`config.mk`:
```
export PLATFORM = sky130hd
export DESIGN_NAME = multi_channel_run_state_controller
export DESIGN_NICKNAME = d
export VERILOG_FILES = /design/src/design/mcrsc_pkg.sv /design/src/design/multi_channel_run_state_controller.sv /design/src/design/mcrsc_ctrl.sv /design/src/design/mcrsc_dp.sv
export SDC_FILE = /design/constraint.sdc
export NUM_CORES = 1
export LEC_CHECK = 0
export BUFFER_PORTS_ARGS = -buffer_cell sky130_fd_sc_hd__buf_2
export CAP_MARGIN = 10
export CORE_MARGIN = 5
export CORE_UTILIZATION = 30
export CTS_BUF_LIST = sky130_fd_sc_hd__clkbuf_4 sky130_fd_sc_hd__clkbuf_8 sky130_fd_sc_hd__clkbuf_16
export DETAILED_ROUTE_END_ITERATION = 12
export PLACE_DENSITY = 0.58
export SYNTH_ARGS = -nofsm -noshare
export SYNTH_HDL_FRONTEND = slang
export SYNTH_SLANG_ARGS = --single-unit
```
`constraint.sdc`:
```
create_clock -name clk -period 8.7 [get_ports clk]
set_clock_uncertainty 0.05 [all_clocks]
set_input_delay 0.87 -clock clk [delete_from_list [all_inputs] [get_ports clk]]
set_output_delay 0.87 -clock clk [all_outputs]
set_load 0.01 [all_outputs]
```
`src/design/mcrsc_pkg.sv`:
```
// ----------------------------------------------------------------------------
// Multi-channel run state controller package
// Shared types and codes for the channel state controller and its datapath.
// ----------------------------------------------------------------------------
`default_nettype none

package mcrsc_pkg;

	// Per-channel run state codes.
	typedef enum logic [2:0] {
		CH_DISABLED  = 3'd0,
		CH_IDLE      = 3'd1,
		CH_RUNNING   = 3'd2,
		CH_COMPLETED = 3'd3,
		CH_FAULT     = 3'd4
	} chst_t;

	// Command codes.
	typedef enum logic [1:0] {
		REQ_START    = 2'd0,
		REQ_COMPLETE = 2'd1,
		REQ_SET_FLT  = 2'd2,
		REQ_CLR_FLT  = 2'd3
	} req_t;

	// Result codes.
	typedef enum logic [2:0] {
		RC_OK      = 3'd0,
		RC_PARTIAL = 3'd1,
		RC_BUSY    = 3'd2,
		RC_FAULT   = 3'd3,
		RC_NOTCONF = 3'd4,
		RC_INVALID = 3'd5
	} rc_t;

	// Summarized device state.
	typedef enum logic [1:0] {
		DEV_IDLE     = 2'd0,
		DEV_RUNNING  = 2'd1,
		DEV_DEGRADED = 2'd2,
		DEV_FAULT    = 2'd3
	} dev_t;

	// Configuration register indexes.
	localparam logic [1:0] CFG_INSTALLED = 2'd0;
	localparam logic [1:0] CFG_ENABLED   = 2'd1;

	// Commands from the controller to the datapath.
	typedef struct packed {
		logic load;    // capture the command transaction
		logic exec;    // execute the captured command
		logic cfg_we;  // configuration transaction
	} dp_cmd_t;

endpackage

`default_nettype wire

```
`src/design/multi_channel_run_state_controller.sv`:
```
// A command accepted on start is captured, then evaluated in S_EXEC; done rises in S_RESP.
// A new command is taken only in S_IDLE, so capture, execute and response never overlap.
// The receiver cannot stall; each result is registered and held until the next execute.
// Reset clears both masks, so every channel starts disabled; results are not reset.
// Any write to a listed configuration register re-initializes all channel states.
// ----------------------------------------------------------------------------
// Multi-channel run state controller
// Tracks the run state of up to eight actuator channels and executes
// start, complete, set fault and clear fault commands.
// ----------------------------------------------------------------------------
`default_nettype none

module multi_channel_run_state_controller #(
	parameter int CHANNELS = 8
) (
	input  wire logic        clk,
	input  wire logic        arst_n,
	// Command channel
	input  wire logic        start,
	output logic             busy,
	input  wire logic [1:0]  req_type,
	input  wire logic [7:0]  channel_mask,
	input  wire logic [7:0]  channel_index,
	// Result channel
	output logic             done,
	output logic [2:0]       result_code,
	output logic [7:0]       success_mask,
	output logic [7:0]       busy_mask,
	output logic [7:0]       fault_mask,
	output logic [7:0]       skipped_mask,
	output logic [7:0]       running_mask,
	output logic [7:0]       faulted_mask,
	output logic [3:0]       running_count,
	output logic [1:0]       device_state,
	output logic [2:0]       addressed_state,
	// Configuration channel
	input  wire logic        cfg_valid,
	output logic             cfg_ready,
	input  wire logic [1:0]  cfg_index,
	input  wire logic [7:0]  cfg_data
);

	mcrsc_pkg::dp_cmd_t cmd;

	// Sequencer.
	mcrsc_ctrl u_ctrl (
		.clk       (clk),
		.arst_n    (arst_n),
		.start     (start),
		.cfg_valid (cfg_valid),
		.busy      (busy),
		.done      (done),
		.cfg_ready (cfg_ready),
		.cmd       (cmd)
	);

	// Datapath.
	mcrsc_dp #(
		.CHANNELS (CHANNELS)
	) u_dp (
		.clk             (clk),
		.arst_n          (arst_n),
		.cmd             (cmd),
		.cfg_index       (cfg_index),
		.cfg_data        (cfg_data),
		.req_type        (req_type),
		.channel_mask    (channel_mask),
		.channel_index   (channel_index),
		.result_code     (result_code),
		.success_mask    (success_mask),
		.busy_mask       (busy_mask),
		.fault_mask      (fault_mask),
		.skipped_mask    (skipped_mask),
		.running_mask    (running_mask),
		.faulted_mask    (faulted_mask),
		.running_count   (running_count),
		.device_state    (device_state),
		.addressed_state (addressed_state)
	);

endmodule

`default_nettype wire

```
`src/design/mcrsc_ctrl.sv`:
```
// ----------------------------------------------------------------------------
// Command sequencer
// Steps each command through capture, execute and response.
// ----------------------------------------------------------------------------
`default_nettype none

module mcrsc_ctrl (
	input  wire logic             clk,
	input  wire logic             arst_n,
	input  wire logic             start,
	input  wire logic             cfg_valid,
	output logic                  busy,
	output logic                  done,
	output logic                  cfg_ready,
	output mcrsc_pkg::dp_cmd_t    cmd
);

	typedef enum logic [1:0] {
		S_IDLE,
		S_EXEC,
		S_RESP
	} state_t;

	state_t state_q;

	// State register and the response strobe.
	always_ff @(posedge clk or negedge arst_n) begin
		if (!arst_n) begin
			state_q <= S_IDLE;
			done    <= 1'b0;
		end else begin
			done <= 1'b0;
			case (state_q)
				S_IDLE: begin
					if (start) state_q <= S_EXEC;
				end
				S_EXEC: begin
					state_q <= S_RESP;
					done    <= 1'b1;
				end
				S_RESP: begin
					state_q <= S_IDLE;
				end
				default: begin
					state_q <= S_IDLE;
				end
			endcase
		end
	end

	// Handshake outputs and datapath commands. A command transaction takes
	// precedence, so a configuration write never lands with a command.
	always_comb begin
		busy       = (state_q != S_IDLE);
		cfg_ready  = (state_q == S_IDLE) && !start;
		cmd.load   = start && (state_q == S_IDLE);
		cmd.exec   = (state_q == S_EXEC);
		cmd.cfg_we = cfg_valid && cfg_ready;
	end

endmodule

`default_nettype wire

```
`src/design/mcrsc_dp.sv`:
```
// ----------------------------------------------------------------------------
// Channel state datapath
// Holds configuration and per-channel states and evaluates one command.
// ----------------------------------------------------------------------------
`default_nettype none

module mcrsc_dp #(
	parameter int CHANNELS = 8
) (
	input  wire logic              clk,
	input  wire logic              arst_n,
	input  wire mcrsc_pkg::dp_cmd_t cmd,
	input  wire logic [1:0]        cfg_index,
	input  wire logic [7:0]        cfg_data,
	input  wire logic [1:0]        req_type,
	input  wire logic [7:0]        channel_mask,
	input  wire logic [7:0]        channel_index,
	output logic [2:0]             result_code,
	output logic [7:0]             success_mask,
	output logic [7:0]             busy_mask,
	output logic [7:0]             fault_mask,
	output logic [7:0]             skipped_mask,
	output logic [7:0]             running_mask,
	output logic [7:0]             faulted_mask,
	output logic [3:0]             running_count,
	output logic [1:0]             device_state,
	output logic [2:0]             addressed_state
);

	localparam int IDX_W = (CHANNELS > 1) ? $clog2(CHANNELS) : 1;
	localparam logic [7:0] ALL_CH = 8'((16'd1 << CHANNELS) - 16'd1);

	logic [7:0]          installed_q;
	logic [7:0]          enabled_q;
	mcrsc_pkg::chst_t    chan_q [CHANNELS];

	mcrsc_pkg::req_t     req_q;
	logic [7:0]          mask_q;
	logic [7:0]          idx_q;

	// Effective masks and the re-initialization value after a config write.
	logic [7:0] inst_eff, en_eff, inst_new, en_new, en_init;
	logic       cfg_hit;

	always_comb begin
		inst_eff = installed_q & ALL_CH;
		en_eff   = enabled_q & inst_eff;
		inst_new = installed_q;
		en_new   = enabled_q;
		cfg_hit  = 1'b0;
		case (cfg_index)
			mcrsc_pkg::CFG_INSTALLED: begin
				inst_new = cfg_data;
				cfg_hit  = 1'b1;
			end
			mcrsc_pkg::CFG_ENABLED: begin
				en_new  = cfg_data;
				cfg_hit = 1'b1;
			end
			default: begin
				cfg_hit = 1'b0;
			end
		endcase
		en_init = en_new & inst_new & ALL_CH;
	end

	// Command evaluation on the captured transaction.
	mcrsc_pkg::chst_t nxt [CHANNELS];
	mcrsc_pkg::rc_t   rc;
	logic [7:0]       req_m, succ, bsy, flt, skip, run, fm;
	logic [3:0]       cnt;
	logic [IDX_W-1:0] idx_sel;
	logic             idx_range, idx_ok;
	mcrsc_pkg::dev_t  dev;
	mcrsc_pkg::chst_t addr_st;

	always_comb begin
		for (int i = 0; i < CHANNELS; i++) begin
			nxt[i] = chan_q[i];
		end
		rc        = mcrsc_pkg::RC_OK;
		succ      = '0;
		bsy       = '0;
		flt       = '0;
		skip      = '0;
		req_m     = mask_q & ALL_CH;
		idx_sel   = idx_q[IDX_W-1:0];
		idx_range = ({1'b0, idx_q} < 9'(CHANNELS));
		idx_ok    = idx_range && inst_eff[idx_q[2:0]];

		if (req_q == mcrsc_pkg::REQ_START) begin
			if (req_m == 8'd0) begin
				rc = mcrsc_pkg::RC_INVALID;
			end else begin
				skip = req_m & ~en_eff;
				for (int i = 0; i < CHANNELS; i++) begin
					if (req_m[i] && !skip[i]) begin
						if (chan_q[i] == mcrsc_pkg::CH_RUNNING) begin
							bsy[i] = 1'b1;
						end else if (chan_q[i] == mcrsc_pkg::CH_FAULT) begin
							flt[i] = 1'b1;
						end else begin
							nxt[i]  = mcrsc_pkg::CH_RUNNING;
							succ[i] = 1'b1;
						end
					end
				end
				if (succ != 8'd0 && (bsy != 8'd0 || flt != 8'd0 || skip != 8'd0))
					rc = mcrsc_pkg::RC_PARTIAL;
				else if (succ != 8'd0) rc = mcrsc_pkg::RC_OK;
				else if (flt != 8'd0)  rc = mcrsc_pkg::RC_FAULT;
				else if (bsy != 8'd0)  rc = mcrsc_pkg::RC_BUSY;
				else                   rc = mcrsc_pkg::RC_NOTCONF;
			end
		end else if (!idx_ok) begin
			rc = mcrsc_pkg::RC_INVALID;
		end else begin
			case (req_q)
				mcrsc_pkg::REQ_COMPLETE: begin
					if (chan_q[idx_sel] != mcrsc_pkg::CH_RUNNING)
						rc = mcrsc_pkg::RC_BUSY;
					else
						nxt[idx_sel] = mcrsc_pkg::CH_COMPLETED;
				end
				mcrsc_pkg::REQ_SET_FLT: begin
					if (!en_eff[idx_q[2:0]])
						rc = mcrsc_pkg::RC_NOTCONF;
					else
						nxt[idx_sel] = mcrsc_pkg::CH_FAULT;
				end
				default: begin
					if (chan_q[idx_sel] != mcrsc_pkg::CH_FAULT)
						rc = mcrsc_pkg::RC_INVALID;
					else
						nxt[idx_sel] = mcrsc_pkg::CH_IDLE;
				end
			endcase
		end

		// Summaries over the post-command states.
		run = '0;
		fm  = '0;
		cnt = '0;
		for (int i = 0; i < CHANNELS; i++) begin
			if (nxt[i] == mcrsc_pkg::CH_RUNNING) begin
				run[i] = 1'b1;
				cnt    = cnt + 4'd1;
			end else if (nxt[i] == mcrsc_pkg::CH_FAULT) begin
				fm[i] = 1'b1;
			end
		end
		if (run != 8'd0)                                 dev = mcrsc_pkg::DEV_RUNNING;
		else if (en_eff == 8'd0 || (fm & en_eff) == en_eff) dev = mcrsc_pkg::DEV_FAULT;
		else if ((fm & en_eff) != 8'd0)                  dev = mcrsc_pkg::DEV_DEGRADED;
		else                                             dev = mcrsc_pkg::DEV_IDLE;

		addr_st = idx_range ? nxt[idx_sel] : mcrsc_pkg::CH_DISABLED;
	end

	// Configuration registers and the channel state store.
	always_ff @(posedge clk or negedge arst_n) begin
		if (!arst_n) begin
			installed_q <= '0;
			enabled_q   <= '0;
			for (int i = 0; i < CHANNELS; i++) begin
				chan_q[i] <= mcrsc_pkg::CH_DISABLED;
			end
		end else if (cmd.cfg_we && cfg_hit) begin
			installed_q <= inst_new;
			enabled_q   <= en_new;
			for (int i = 0; i < CHANNELS; i++) begin
				chan_q[i] <= en_init[i] ? mcrsc_pkg::CH_IDLE : mcrsc_pkg::CH_DISABLED;
			end
		end else if (cmd.exec) begin
			for (int i = 0; i < CHANNELS; i++) begin
				chan_q[i] <= nxt[i];
			end
		end
	end

	// Command capture.
	always_ff @(posedge clk) begin
		if (cmd.load) begin
			req_q  <= mcrsc_pkg::req_t'(req_type);
			mask_q <= channel_mask;
			idx_q  <= channel_index;
		end
	end

	// Result registers, shown while the strobe is high.
	always_ff @(posedge clk) begin
		if (cmd.exec) begin
			result_code     <= rc;
			success_mask    <= succ;
			busy_mask       <= bsy;
			fault_mask      <= flt;
			skipped_mask    <= skip;
			running_mask    <= run;
			faulted_mask    <= fm;
			running_count   <= cnt;
			device_state    <= dev;
			addressed_state <= addr_st;
		end
	end

endmodule

`default_nettype wire
```
==> flow_summary_export.csv, run 1 <==
group,metric,value,unit
status,outcome,"completed",
logic_synthesis,postSynth.topFlopCell,"sky130_fd_sc_hd__edfxtp_1",
clocking,clk_pin_slew,0.05,ns
logic_synthesis,synth.area.top_cells,"sky130_fd_sc_hd__edfxtp_1 (32%), sky130_fd_sc_hd__dfrtp_1 (15%), sky130_fd_sc_hd__mux2_2 (3.8%)",
sta,tightestPinTransition,1.12,ns
die,fp.dieArea,0.0279,mm^2
sta,fmax,0.132,GHz
sta,setup-tns-final,0,ns
setup_path,data_required_time_of_the_worst_path,8.81,ns
clocking,post_cts_buffers,0,
cells_and_area,design.final.nets,862,
sta,layout_min_cycle_time,7.56,ns
sta,hold_viol_final,0,
cells_and_area,final_cell_area,0.00873,mm^2
die,fp-row-count,57,
detailed_routing,avgViaCountPerCell,5.52,
cells_and_area,finish.cell_count_without_fillers,1156,
setup_path,critPathKind,"reg -> reg",
setup_path,crit_arrival,7.67,ns
clocking,cts.repair.resized,0,
power_and_ir_drop,power.ir.vdd_worst,104,uV
detailed_routing,drtPass1Iterations,5,
detailed_routing,dr_wl_met3,1.99,mm
detailed_routing,max_layer_used,"met5",
cells_and_area,area_growth,18.1,%
sta,setup-violations-final,0,
sta,report.final.slew_viol_count,0,
logic_synthesis,ys.warnings.count,0,
global_route,grt_antenna_before_repair,1,
logic_synthesis,synthDistinctLibCells,80,
logic_synthesis,synth_largest_area_cell,"sky130_fd_sc_hd__edfxtp_1",
detailed_routing,drt-wirelength-per-cell,21.6,um
die,fp.coreArea,0.0243,mm^2
global_route,grtUsageTotal,17.8,%
global_route,number_of_global_route_vias_before_repair,6199,
detailed_routing,drt_first_iter_violations,578,
cells_and_area,layout-drive-gt1-share,23.3,%
logic_synthesis,yosys_register_bits,121,
sta,maxSlewHeadroom,24.2,%
logic_synthesis,yosysSeqAreaShare,46.2,%
logic_synthesis,synth.cell_area,0.00739,mm^2
logic_synthesis,number_of_enable_type_register_cells_in_the_synthesized_netlist,78,
power_and_ir_drop,cellLeakagePower,3.48,nW
detailed_routing,detail_route.drc_violations,0,
clocking,clock_tree.root_cell,"sky130_fd_sc_hd__clkbuf_16",
clocking,ctsLongestPathBuffers,2,
global_route,grt_overflow,0,
placement,io_port_bufs,94,
placement,dpl.cell_count,1124,
clocking,tritoncts.num_buffers,17,
sta,rsz0062_at_grt,"no",
placement,place_area,0.00818,mm^2
logic_synthesis,synthesis.nets,778,
die,die_width,167,um
detailed_routing,met1_length,10.9,mm
global_route,largest_net_degree_at_the_start_of_global_routing,48,
detailed_routing,met2RoutedLength,11.3,mm
detailed_routing,totalWireLength,25.0,mm
setup_path,cp-end-kind,"flop",
setup_path,critPathLaunchType,"flop",
detailed_routing,via_count,6380,
placement,globalplace.congestion,0.983,
logic_synthesis,synth_largest_type_area_fraction,31.7,%
detailed_routing,ant_nets_after_route,0,
die,initial_utilization,30.4,%
clocking,numClockSinks,121,
hold_path,min_path_type,"reg -> reg",
logic_synthesis,syn_avg_cell_area,10.1,um^2
die,number_of_primary_i_o_pins,95,
sta,min_period_over_period,86.9,%
power_and_ir_drop,power-per-cell-area,266,mW/mm^2
clocking,cts_tree,"done",
job,max_cap_viol_count,0,
placement,dp_hpwl,18.9,mm
setup_path,rrSetupSlack,1.14,ns
logic_synthesis,async_flop_share,35.5,%
global_route,grt_pass1_wl,38.3,mm
setup_path,crit_path_max_fanout,23,
die,die_h,167,um
cells_and_area,n_antenna_cell,0,
power_and_ir_drop,total_power,2.32,mW
clocking,post_cts_hold_buffer_count,0,
logic_synthesis,post_synth_inst_count,735,
clocking,htreeDepth,4,
clocking,clkLatencyLatePin,0.42,ns
cells_and_area,fill_cells,2468,
## per-stage QoR
stage,worst slack (ns),hold WS [ns],util (%)
6_report,1.14,0.529,35.9
5_1_grt,0.676,0.555,35.9
4_1_cts,1.27,0.534,35.9
3_5_place_dp,1.32,0.519,33.6
3_3_place_gp,1.56,0.510,33.6
2_1_floorplan,2.31,0.467,-
## kinds of logic after synthesis
family	share of synthesized area [%]
flip-flops	46.2
multiplexers	7.80
AO/OA/AOI/OAI	17.0
AND/OR/NAND/NOR	20.3
XOR/XNOR	2.83
adder cells (fa/ha/maj)	1.86
buffers and inverters	3.99
## worst paths after layout
path	startpoint	endpoint	depth (start not counted)
hold reg to reg	u_ctrl.state_q[0]	u_ctrl.state_q[0]	2
setup reg to reg	u_dp.idx_q[2]	u_dp.running_count[1]	24
min in group asynchronous	arst_n	u_dp.inst_eff[3]	1
setup / recovery	u_dp.idx_q[2]	u_dp.running_count[1]	24
max in group asynchronous	arst_n	u_dp.chan_q[23]	1
hold / removal	u_ctrl.state_q[0]	u_ctrl.state_q[0]	2
## state kept, by name, summed over array words and instances (netlist names)
name / flops
u_ctrl.state_q: 2
u_dp.result_code: 3
u_dp.idx_q: 8
u_dp.inst_eff: 8
u_dp.success_mask: 8
u_dp.addressed_state: 3
u_dp.device_state: 2
u_dp.running_count: 4
u_dp.mask_q: 8
u_ctrl.done: 1
u_dp.skipped_mask: 8
u_dp.chan_q: 24
u_dp.enabled_q: 8
u_dp.faulted_mask: 8
u_dp.busy_mask: 8
u_dp.running_mask: 8
u_dp.req_q: 2
u_dp.fault_mask: 8
## layout by cell type, fill, tap and decap left out, types with 8 or more instances in the layout
| cell | count |
|---|---|
| sky130_fd_sc_hd__clkbuf_16 | 18 |
| sky130_fd_sc_hd__edfxtp_1 | 78 |
| sky130_fd_sc_hd__a22oi_1 | 10 |
| sky130_fd_sc_hd__ha_1 | 11 |
| sky130_fd_sc_hd__mux2_2 | 25 |
| sky130_fd_sc_hd__dfrtp_1 | 43 |
| sky130_fd_sc_hd__nand2b_1 | 8 |
| sky130_fd_sc_hd__and3_1 | 24 |
| sky130_fd_sc_hd__a32oi_1 | 8 |
| sky130_fd_sc_hd__nor3_1 | 16 |
| sky130_fd_sc_hd__o21ai_0 | 42 |
| sky130_fd_sc_hd__nand3_1 | 38 |
| sky130_fd_sc_hd__a31oi_1 | 16 |
| sky130_fd_sc_hd__nand2_1 | 69 |
| sky130_fd_sc_hd__a22o_1 | 11 |
| sky130_fd_sc_hd__a21oi_1 | 34 |
| sky130_fd_sc_hd__nand3b_1 | 9 |
| sky130_fd_sc_hd__mux2i_1 | 10 |
| sky130_fd_sc_hd__xnor2_1 | 14 |
| sky130_fd_sc_hd__o211ai_1 | 13 |
| sky130_fd_sc_hd__inv_1 | 29 |
| sky130_fd_sc_hd__buf_2 | 94 |
| sky130_fd_sc_hd__xor2_1 | 8 |
| sky130_fd_sc_hd__mux4_2 | 8 |
| sky130_fd_sc_hd__nor3b_1 | 9 |
| sky130_fd_sc_hd__nor2_1 | 56 |
| sky130_fd_sc_hd__buf_4 | 11 |
## layout make-up
cell class / instances / area (um^2) / share of cell area [%]
Multi-Input combinational cell: 543 / 3680 / 42.2
Sequential cell: 121 / 3420 / 39.2
Timing Repair Buffer: 105 / 553 / 6.34
Clock buffer: 22 / 487 / 5.58
Tap cell: 324 / 405 / 4.64
Inverter: 31 / 118 / 1.35
Clock inverter: 10 / 65.1 / 0.745
## where the power goes
group | internal (mW) | total (mW) | switching (mW)
logic | 0.297 | 0.755 | 0.458
clock network | 0.398 | 0.663 | 0.265
registers | 0.733 | 0.903 | 0.169
## cells in the mapped netlist (all sizes together) (8+ instances only)
cell    instances
nand2          70
clkbuf         28
mux4            8
nor3           16
nor3b          10
a31oi          16
and2            8
a22oi          11
mux2           26
and3           24
inv            29
o21ai          45
nand3          38
a32oi           8
mux2i          10
o211ai         13
dfrtp          43
nor2           57
nand3b          9
edfxtp         78
xnor2          15
nand2b          8
ha             11
a21oi          37
xor2            8
a22o           11
buf            12
## per-layer routing
| metal | up-vias | global-route usage [%] |
|---|---|---|
| met5 | - | 0 |
| met4 | 2 | 6.65 |
| met3 | 42 | 4.29 |
| met2 | 275 | 27.6 |
| met1 | 3112 | 24.4 |
| li1 | 2949 | - |
## critical path, stage by stage (launching register included)
cell and delay (ns):
sky130_fd_sc_hd__edfxtp_1 0.92, sky130_fd_sc_hd__buf_4 0.32, sky130_fd_sc_hd__nor3_1 0.14, sky130_fd_sc_hd__a22oi_1 0.24, sky130_fd_sc_hd__nand4_1 0.34, sky130_fd_sc_hd__nor3_1 0.25
sky130_fd_sc_hd__buf_4 0.20, sky130_fd_sc_hd__a21oi_1 0.07, sky130_fd_sc_hd__or3b_2 0.46, sky130_fd_sc_hd__o21ai_0 0.47, sky130_fd_sc_hd__or3_1 0.30, sky130_fd_sc_hd__ha_1 0.38
sky130_fd_sc_hd__xor2_1 0.39, sky130_fd_sc_hd__inv_1 0.08, sky130_fd_sc_hd__ha_1 0.32, sky130_fd_sc_hd__nor4_1 0.39, sky130_fd_sc_hd__a21oi_2 0.06, sky130_fd_sc_hd__a22oi_2 0.20
sky130_fd_sc_hd__xor2_1 0.29, sky130_fd_sc_hd__mux2i_1 0.14, sky130_fd_sc_hd__a21oi_2 0.19, sky130_fd_sc_hd__ha_1 0.27, sky130_fd_sc_hd__mux2_2 0.29, sky130_fd_sc_hd__ha_1 0.28
sky130_fd_sc_hd__mux2_2 0.26
No activity file was read; power rests on OpenSTA's default activity.
==> run 2: changes to the inputs <==
SYNTH_HIERARCHICAL = 1   (was not set)
==> run 2 against run 1 <==
Effect of this change:
- non-clock buffer count unchanged
- clock power up 1%
- flip-flop and latch count did not move
- routed wire length is 20% higher
- setup slack got worse by 0.11 ns
- synthesized cell count up 9.5%
- first-iteration DRC count grew 28%
- sequential share of layout area decreased by 1.9 points
- total power increased by 20%
- synthesized area grew 5.6%
- register-to-register slack worse by 0.11 ns
==> flow_summary_export.csv, run 2 <==
group,metric,value,unit
cells_and_area,fill_cells,2687,
logic_synthesis,number_of_enable_type_register_cells_in_the_synthesized_netlist,78,
logic_synthesis,yosysSeqAreaShare,43.8,%
clocking,clk_pin_slew,0.05,ns
logic_synthesis,yosys_register_bits,121,
logic_synthesis,synthDistinctLibCells,96,
die,die_width,171,um
power_and_ir_drop,power_frac_clock,24.1,%
sta,fmax,0.130,GHz
detailed_routing,drtPass1Iterations,5,
cells_and_area,design.final.nets,929,
power_and_ir_drop,p_seq_share,34.2,%
clocking,post_cts_buffers,0,
global_route,grt_pass1_wl,44.6,mm
sta,rsz0062_at_grt,"no",
logic_synthesis,synth_largest_area_cell,"sky130_fd_sc_hd__edfxtp_1",
sta,setup-violations-final,0,
clocking,tritoncts.num_buffers,17,
logic_synthesis,synth.top_cells.by_count,"sky130_fd_sc_hd__nor2_1 (92), sky130_fd_sc_hd__edfxtp_1 (78), sky130_fd_sc_hd__nand2_1 (73), sky130_fd_sc_hd__dfrtp_1 (43), sky130_fd_sc_hd__o21ai_0 (34)",
clocking,cts_tree,"done",
die,fp-row-count,59,
power_and_ir_drop,total_power,2.78,mW
power_and_ir_drop,internal_power,1.57,mW
cells_and_area,top_register,"u_dp/chan_q",
placement,dp_hpwl,22.8,mm
setup_path,crit-reg2reg-launch,"u_dp/idx_q[0]",
die,number_of_primary_i_o_pins,95,
power_and_ir_drop,cellLeakagePower,3.54,nW
clocking,cts.repair.resized,0,
placement,globalplace.congestion,1.01,
cells_and_area,n_antenna_cell,0,
detailed_routing,ant_nets_after_route,0,
clocking,numClockSinks,121,
cells_and_area,layout-drive-gt1-share,21.8,%
sta,layout_min_cycle_time,7.67,ns
logic_synthesis,synth_largest_type_area_fraction,30.0,%
hold_path,hold-path-endpoint,"u_dp/enabled_q[3]",
status,outcome,"completed",
cells_and_area,largest_register_ffs,24,
die,fp.dieArea,0.0294,mm^2
detailed_routing,via_count,7267,
cells_and_area,final_common_cell,"sky130_fd_sc_hd__buf_2",
global_route,grt_antenna_before_repair,0,
logic_synthesis,synthesis.nets,848,
sta,whs,0.525,ns
detailed_routing,drt-wirelength-per-cell,24.2,um
logic_synthesis,syn_avg_cell_area,9.70,um^2
power_and_ir_drop,p_comb_share,41.7,%
placement,place_area,0.00861,mm^2
hold_path,origin_of_the_worst_min_delay_path,"u_dp/enabled_q[3]",
setup_path,reg2reg_to,"u_dp/running_count[1]",
cells_and_area,commonest_non_fill_non_tap_cells_in_the_layout,"sky130_fd_sc_hd__buf_2 (94), sky130_fd_sc_hd__nor2_1 (92), sky130_fd_sc_hd__edfxtp_1 (78)",
placement,dpl.cell_count,1202,
detailed_routing,detail_route.drc_violations,0,
logic_synthesis,ys.warnings.count,6,
sta,hold_viol_final,0,
setup_path,rrSetupSlack,1.03,ns
sta,timing.final.ws_setup,1.03,ns
hold_path,cell_depth_of_the_worst_min_delay_path,1,
logic_synthesis,synthMostInstantiatedCell,"sky130_fd_sc_hd__nor2_1",
logic_synthesis,synth.cell_area,0.00781,mm^2
detailed_routing,totalWireLength,29.9,mm
clocking,clkLatencyLatePin,0.43,ns
cells_and_area,final_cell_area,0.00916,mm^2
setup_path,data_required_time_of_the_worst_path,8.82,ns
cells_and_area,area_growth,17.4,%
setup_path,critPathKind,"reg -> reg",
cells_and_area,postLayoutCoreUtil,35.5,%
power_and_ir_drop,power.switching_fraction,43.5,%
clocking,ctsLongestPathBuffers,2,
sta,setup-tns-final,0,ns
job,max_cap_viol_count,0,
cells_and_area,finish.cell_count_without_fillers,1234,
hold_path,min_path_type,"reg -> reg",
setup_path,cp-end-kind,"flop",
global_route,grtUsageTotal,20.4,%
clocking,post_cts_hold_buffer_count,0,
logic_synthesis,post_synth_inst_count,805,
sta,report.final.slew_viol_count,0,
cells_and_area,multiInputGateArea,0.00411,mm^2
clocking,htreeDepth,4,
cells_and_area,seq_area,0.00342,mm^2
global_route,grt_overflow,0,
logic_synthesis,postSynth.topFlopCell,"sky130_fd_sc_hd__edfxtp_1",
detailed_routing,drt_first_iter_violations,740,
logic_synthesis,async_flop_share,35.5,%
power_and_ir_drop,power.ir.vdd_worst,117,uV
setup_path,rr_worst_depth,25,
setup_path,crit_arrival,7.79,ns
power_and_ir_drop,net-switching-power,1.21,mW
die,die_h,171,um
detailed_routing,avgViaCountPerCell,5.89,
sta,tightestPinTransition,1.08,ns
power_and_ir_drop,power-per-cell-area,303,mW/mm^2
setup_path,critPathLaunchType,"flop",
die,initial_utilization,30.2,%
sta,min_period_over_period,88.2,%
sta,maxSlewHeadroom,27.8,%
die,fp.coreArea,0.0258,mm^2
clocking,clock_tree.root_cell,"sky130_fd_sc_hd__clkbuf_16",
setup_path,crit_path_max_fanout,27,
placement,place_ws,1.18,ns
logic_synthesis,synth.area.top_cells,"sky130_fd_sc_hd__edfxtp_1 (30%), sky130_fd_sc_hd__dfrtp_1 (14%), sky130_fd_sc_hd__nor2_1 (4.4%)",
placement,io_port_bufs,94,
global_route,largest_net_degree_at_the_start_of_global_routing,60,
global_route,number_of_global_route_vias_before_repair,7078,
-- run 2: worst max path at each step --
stage	start	to	slack, ns	cells after the start
5_1_grt	u_dp/idx_q[0]	u_dp/running_count[3]	0.46	27
6_report	u_dp/idx_q[0]	u_dp/running_count[1]	1.03	25
3_3_place_gp	u_dp/idx_q[0]	u_dp/running_count[1]	1.29	25
2_1_floorplan	u_dp/idx_q[1]	u_dp/running_count[1]	2.48	27
3_5_place_dp	u_dp/idx_q[0]	u_dp/running_count[1]	1.18	25
4_1_cts	u_dp/idx_q[0]	u_dp/running_count[1]	1.11	25
-- run 2: layer usage --
layer	vias to the layer above	track usage, %	routed length, um
li1	3238	-	-
met4	0	9.75	1420
met3	68	4.53	2670
met5	-	0	0
met2	419	32.0	13500
met1	3542	26.9	12300
-- run 2: logic make-up after synthesis --
| family | Yosys count | share of synthesized area (%) |
|---|---|---|
| flops | 121 | 43.8 |
| xor+xnor | 15 | 1.78 |
| fa+ha+maj | 11 | 1.76 |
| simple gates | 336 | 22.0 |
| mux | 47 | 6.95 |
| compound gates | 203 | 19.9 |
| buf+inv | 72 | 3.75 |
-- run 2: worst max-delay path, cell delays in order (launching register included) --
cell and delay, ns:
sky130_fd_sc_hd__edfxtp_1 1.06, sky130_fd_sc_hd__inv_2 0.31, sky130_fd_sc_hd__a221o_1 0.37, sky130_fd_sc_hd__a21o_1 0.30, sky130_fd_sc_hd__nor3_1 0.63, sky130_fd_sc_hd__nand2_1 0.11
sky130_fd_sc_hd__a21oi_1 0.18, sky130_fd_sc_hd__nor4_1 0.08, sky130_fd_sc_hd__a31oi_1 0.35, sky130_fd_sc_hd__nand3_1 0.25, sky130_fd_sc_hd__ha_1 0.48, sky130_fd_sc_hd__inv_1 0.19
sky130_fd_sc_hd__o211a_1 0.17, sky130_fd_sc_hd__a21boi_0 0.30, sky130_fd_sc_hd__nor2_1 0.07, sky130_fd_sc_hd__inv_1 0.06, sky130_fd_sc_hd__ha_1 0.22, sky130_fd_sc_hd__a2111oi_0 0.30
sky130_fd_sc_hd__a211oi_1 0.11, sky130_fd_sc_hd__nor3_1 0.26, sky130_fd_sc_hd__nor3_1 0.09, sky130_fd_sc_hd__a211o_1 0.31, sky130_fd_sc_hd__ha_1 0.32, sky130_fd_sc_hd__mux2_2 0.28
sky130_fd_sc_hd__ha_1 0.29, sky130_fd_sc_hd__mux2_2 0.25
-- run 2: layout make-up --
cell class,instances,share of cell area (%)
Sequential cell,121,37.3
Clock inverter,12,1.01
Tap cell,335,4.57
Multi-Input combinational cell,612,44.9
Clock buffer,20,5.02
Timing Repair Buffer,105,6.03
Inverter,29,1.19
-- run 2: power by group through the flow --
| stage | Combinational [mW] | Sequential [mW] | Clock, mW |
|---|---|---|---|
| after global placement | 1.14 | 0.950 | 0 |
| after detailed placement | 1.14 | 0.952 | 0 |
| after global routing | 1.26 | 0.962 | 0.706 |
| after CTS | 1.14 | 0.940 | 0.682 |
| after floorplan | 0.815 | 0.867 | 0 |
| final | 1.16 | 0.951 | 0.671 |
==> run 3: changes to the inputs <==
CELL_PAD_IN_SITES_DETAIL_PLACEMENT = 0   (was not set)
CELL_PAD_IN_SITES_GLOBAL_PLACEMENT = 1   (was not set)
PLACE_DENSITY = 0.68   (was 0.58)
==> run 3 against run 2 <==
Effect of this change:
- flip-flop and latch count did not move
- final area grew 0.31%
- utilization increased by 0.11 points
- register-to-register slack worse by 0.15 ns
==> flow_summary_export.csv, run 3 (synthesis results as in run 2) <==
group,metric,value,unit
die,number_of_primary_i_o_pins,95,
sta,tightestPinTransition,1.12,ns
power_and_ir_drop,power.ir.vdd_worst,115,uV
setup_path,critPathLaunchType,"flop",
setup_path,worstPathBufferInverterCount,2,
sta,maxSlewHeadroom,24.4,%
setup_path,reg2reg_to,"u_dp/running_count[3]",
detailed_routing,drt-wirelength-per-cell,23.7,um
cells_and_area,top_register,"u_dp/chan_q",
hold_path,min_path_type,"in -> async",
cells_and_area,design.final.nets,931,
cells_and_area,final_cell_area,0.00919,mm^2
clocking,cts_tree,"done",
cells_and_area,area_growth,17.7,%
setup_path,rrSetupSlack,0.88,ns
setup_path,cp_slowest_stage_delay,0.84,ns
detailed_routing,via_count,7129,
sta,fmax,0.128,GHz
setup_path,critical-path-slowest-cell,"sky130_fd_sc_hd__edfxtp_1",
detailed_routing,avgViaCountPerCell,5.77,
global_route,grt_pass1_wl,43.7,mm
global_route,grtUsageTotal,20.0,%
sta,timing.final.ws_setup,0.879,ns
detailed_routing,drtPass1Iterations,5,
detailed_routing,ant_nets_after_route,0,
status,outcome,"completed",
cells_and_area,largest_register_ffs,24,
die,die_h,171,um
global_route,number_of_global_route_vias_before_repair,6756,
cells_and_area,final_common_cell,"sky130_fd_sc_hd__buf_2",
power_and_ir_drop,total_power,2.81,mW
clocking,htreeDepth,4,
cells_and_area,layout-drive-gt1-share,22.0,%
detailed_routing,met2RoutedLength,13.3,mm
setup_path,crit_arrival,7.95,ns
job,max_cap_viol_count,0,
clocking,tritoncts.num_buffers,17,
placement,place_ws,1.11,ns
setup_path,crit_path_max_fanout,23,
detailed_routing,met1_length,12.5,mm
sta,hold_viol_final,0,
detailed_routing,dr_wl_met3,2.34,mm
sta,setup-violations-final,0,
global_route,grt_overflow,0,
clocking,clkLatencyLatePin,0.43,ns
setup_path,cp-end-kind,"flop",
clocking,numClockSinks,121,
die,fp-row-count,59,
placement,globalplace.congestion,0.995,
global_route,grt_antenna_before_repair,0,
sta,whs,0.492,ns
placement,io_port_bufs,94,
setup_path,crit_family,"compound AO/OA/AOI/OAI gates",
die,fp.dieArea,0.0294,mm^2
clocking,post_cts_buffers,0,
power_and_ir_drop,power-per-cell-area,306,mW/mm^2
detailed_routing,detail_route.drc_violations,0,
die,die_width,171,um
placement,place_area,0.00862,mm^2
power_and_ir_drop,cellLeakagePower,3.56,nW
detailed_routing,totalWireLength,29.3,mm
setup_path,rr_worst_depth,27,
cells_and_area,fill_cells,2681,
sta,min_period_over_period,89.9,%
cells_and_area,n_antenna_cell,0,
sta,setup-tns-final,0,ns
setup_path,data_required_time_of_the_worst_path,8.83,ns
clocking,clock_tree.root_cell,"sky130_fd_sc_hd__clkbuf_16",
sta,layout_min_cycle_time,7.82,ns
clocking,clk_pin_slew,0.07,ns
sta,report.final.slew_viol_count,0,
detailed_routing,drt_first_iter_violations,759,
clocking,cts.repair.resized,0,
clocking,ctsLongestPathBuffers,2,
clocking,post_cts_hold_buffer_count,0,
sta,rsz0062_at_grt,"no",
global_route,largest_net_degree_at_the_start_of_global_routing,57,
placement,dp_hpwl,22.5,mm
cells_and_area,commonest_non_fill_non_tap_cells_in_the_layout,"sky130_fd_sc_hd__buf_2 (94), sky130_fd_sc_hd__nor2_1 (92), sky130_fd_sc_hd__edfxtp_1 (78)",
die,fp.coreArea,0.0258,mm^2
setup_path,crit-reg2reg-launch,"u_dp/idx_q[2]",
die,initial_utilization,30.2,%
detailed_routing,max_layer_used,"met4",
setup_path,critPathKind,"reg -> reg",
[run 3: changes by cell type in the layout (fill, tap and decap cells not counted), sizes merged]
cell      previous run  this run
clkinv               8         3
clkbuf              20        18
clkinvlp             1         0
buf                105       107
inv                 32        40
[run 3: report_power, final]
group / internal [mW] / switching, mW / leakage (nW)
Sequential: 0.751 / 0.203 / 1.27
Clock: 0.394 / 0.307 / 0.289
Combinational: 0.438 / 0.719 / 2.01
[run 3: worst max-delay path by stage]
stage                   from                     to  slack, ns  cells past startpoint
2_1_floorplan  u_dp/idx_q[1]  u_dp/running_count[1]       2.48                     27
5_1_grt        u_dp/idx_q[2]  u_dp/running_count[3]       0.27                     27
3_5_place_dp   u_dp/idx_q[2]  u_dp/running_count[3]       1.11                     27
4_1_cts        u_dp/idx_q[2]  u_dp/running_count[3]       1.10                     27
3_3_place_gp   u_dp/idx_q[2]  u_dp/running_count[3]       1.33                     27
6_report       u_dp/idx_q[2]  u_dp/running_count[3]       0.88                     27
[run 3: area by class of cell]
cell class / count / area (um^2) / area share [%]
flip-flops and latches: 121 / 3420 / 37.2
well taps: 335 / 419 / 4.56
clock inverters: 14 / 121 / 1.32
clock buffers: 18 / 450 / 4.90
multi-input cells: 612 / 4110 / 44.7
inverters: 29 / 109 / 1.18
repair buffers: 107 / 568 / 6.18
[run 3: metal layers]
metal  vias up  GRT usage, %
li1       3245             -
met1      3499          27.3
met2       326          31.1
met3        59          3.61
met4         0          8.92
met5         -             0
[run 3: through the flow]
stage                     cells  utilization (%)
after floorplan             805                -
after global placement     1204             33.4
after detailed placement   1204             33.4
after CTS                  1236             35.6
after global routing       1236             35.6
final                      1236             35.6
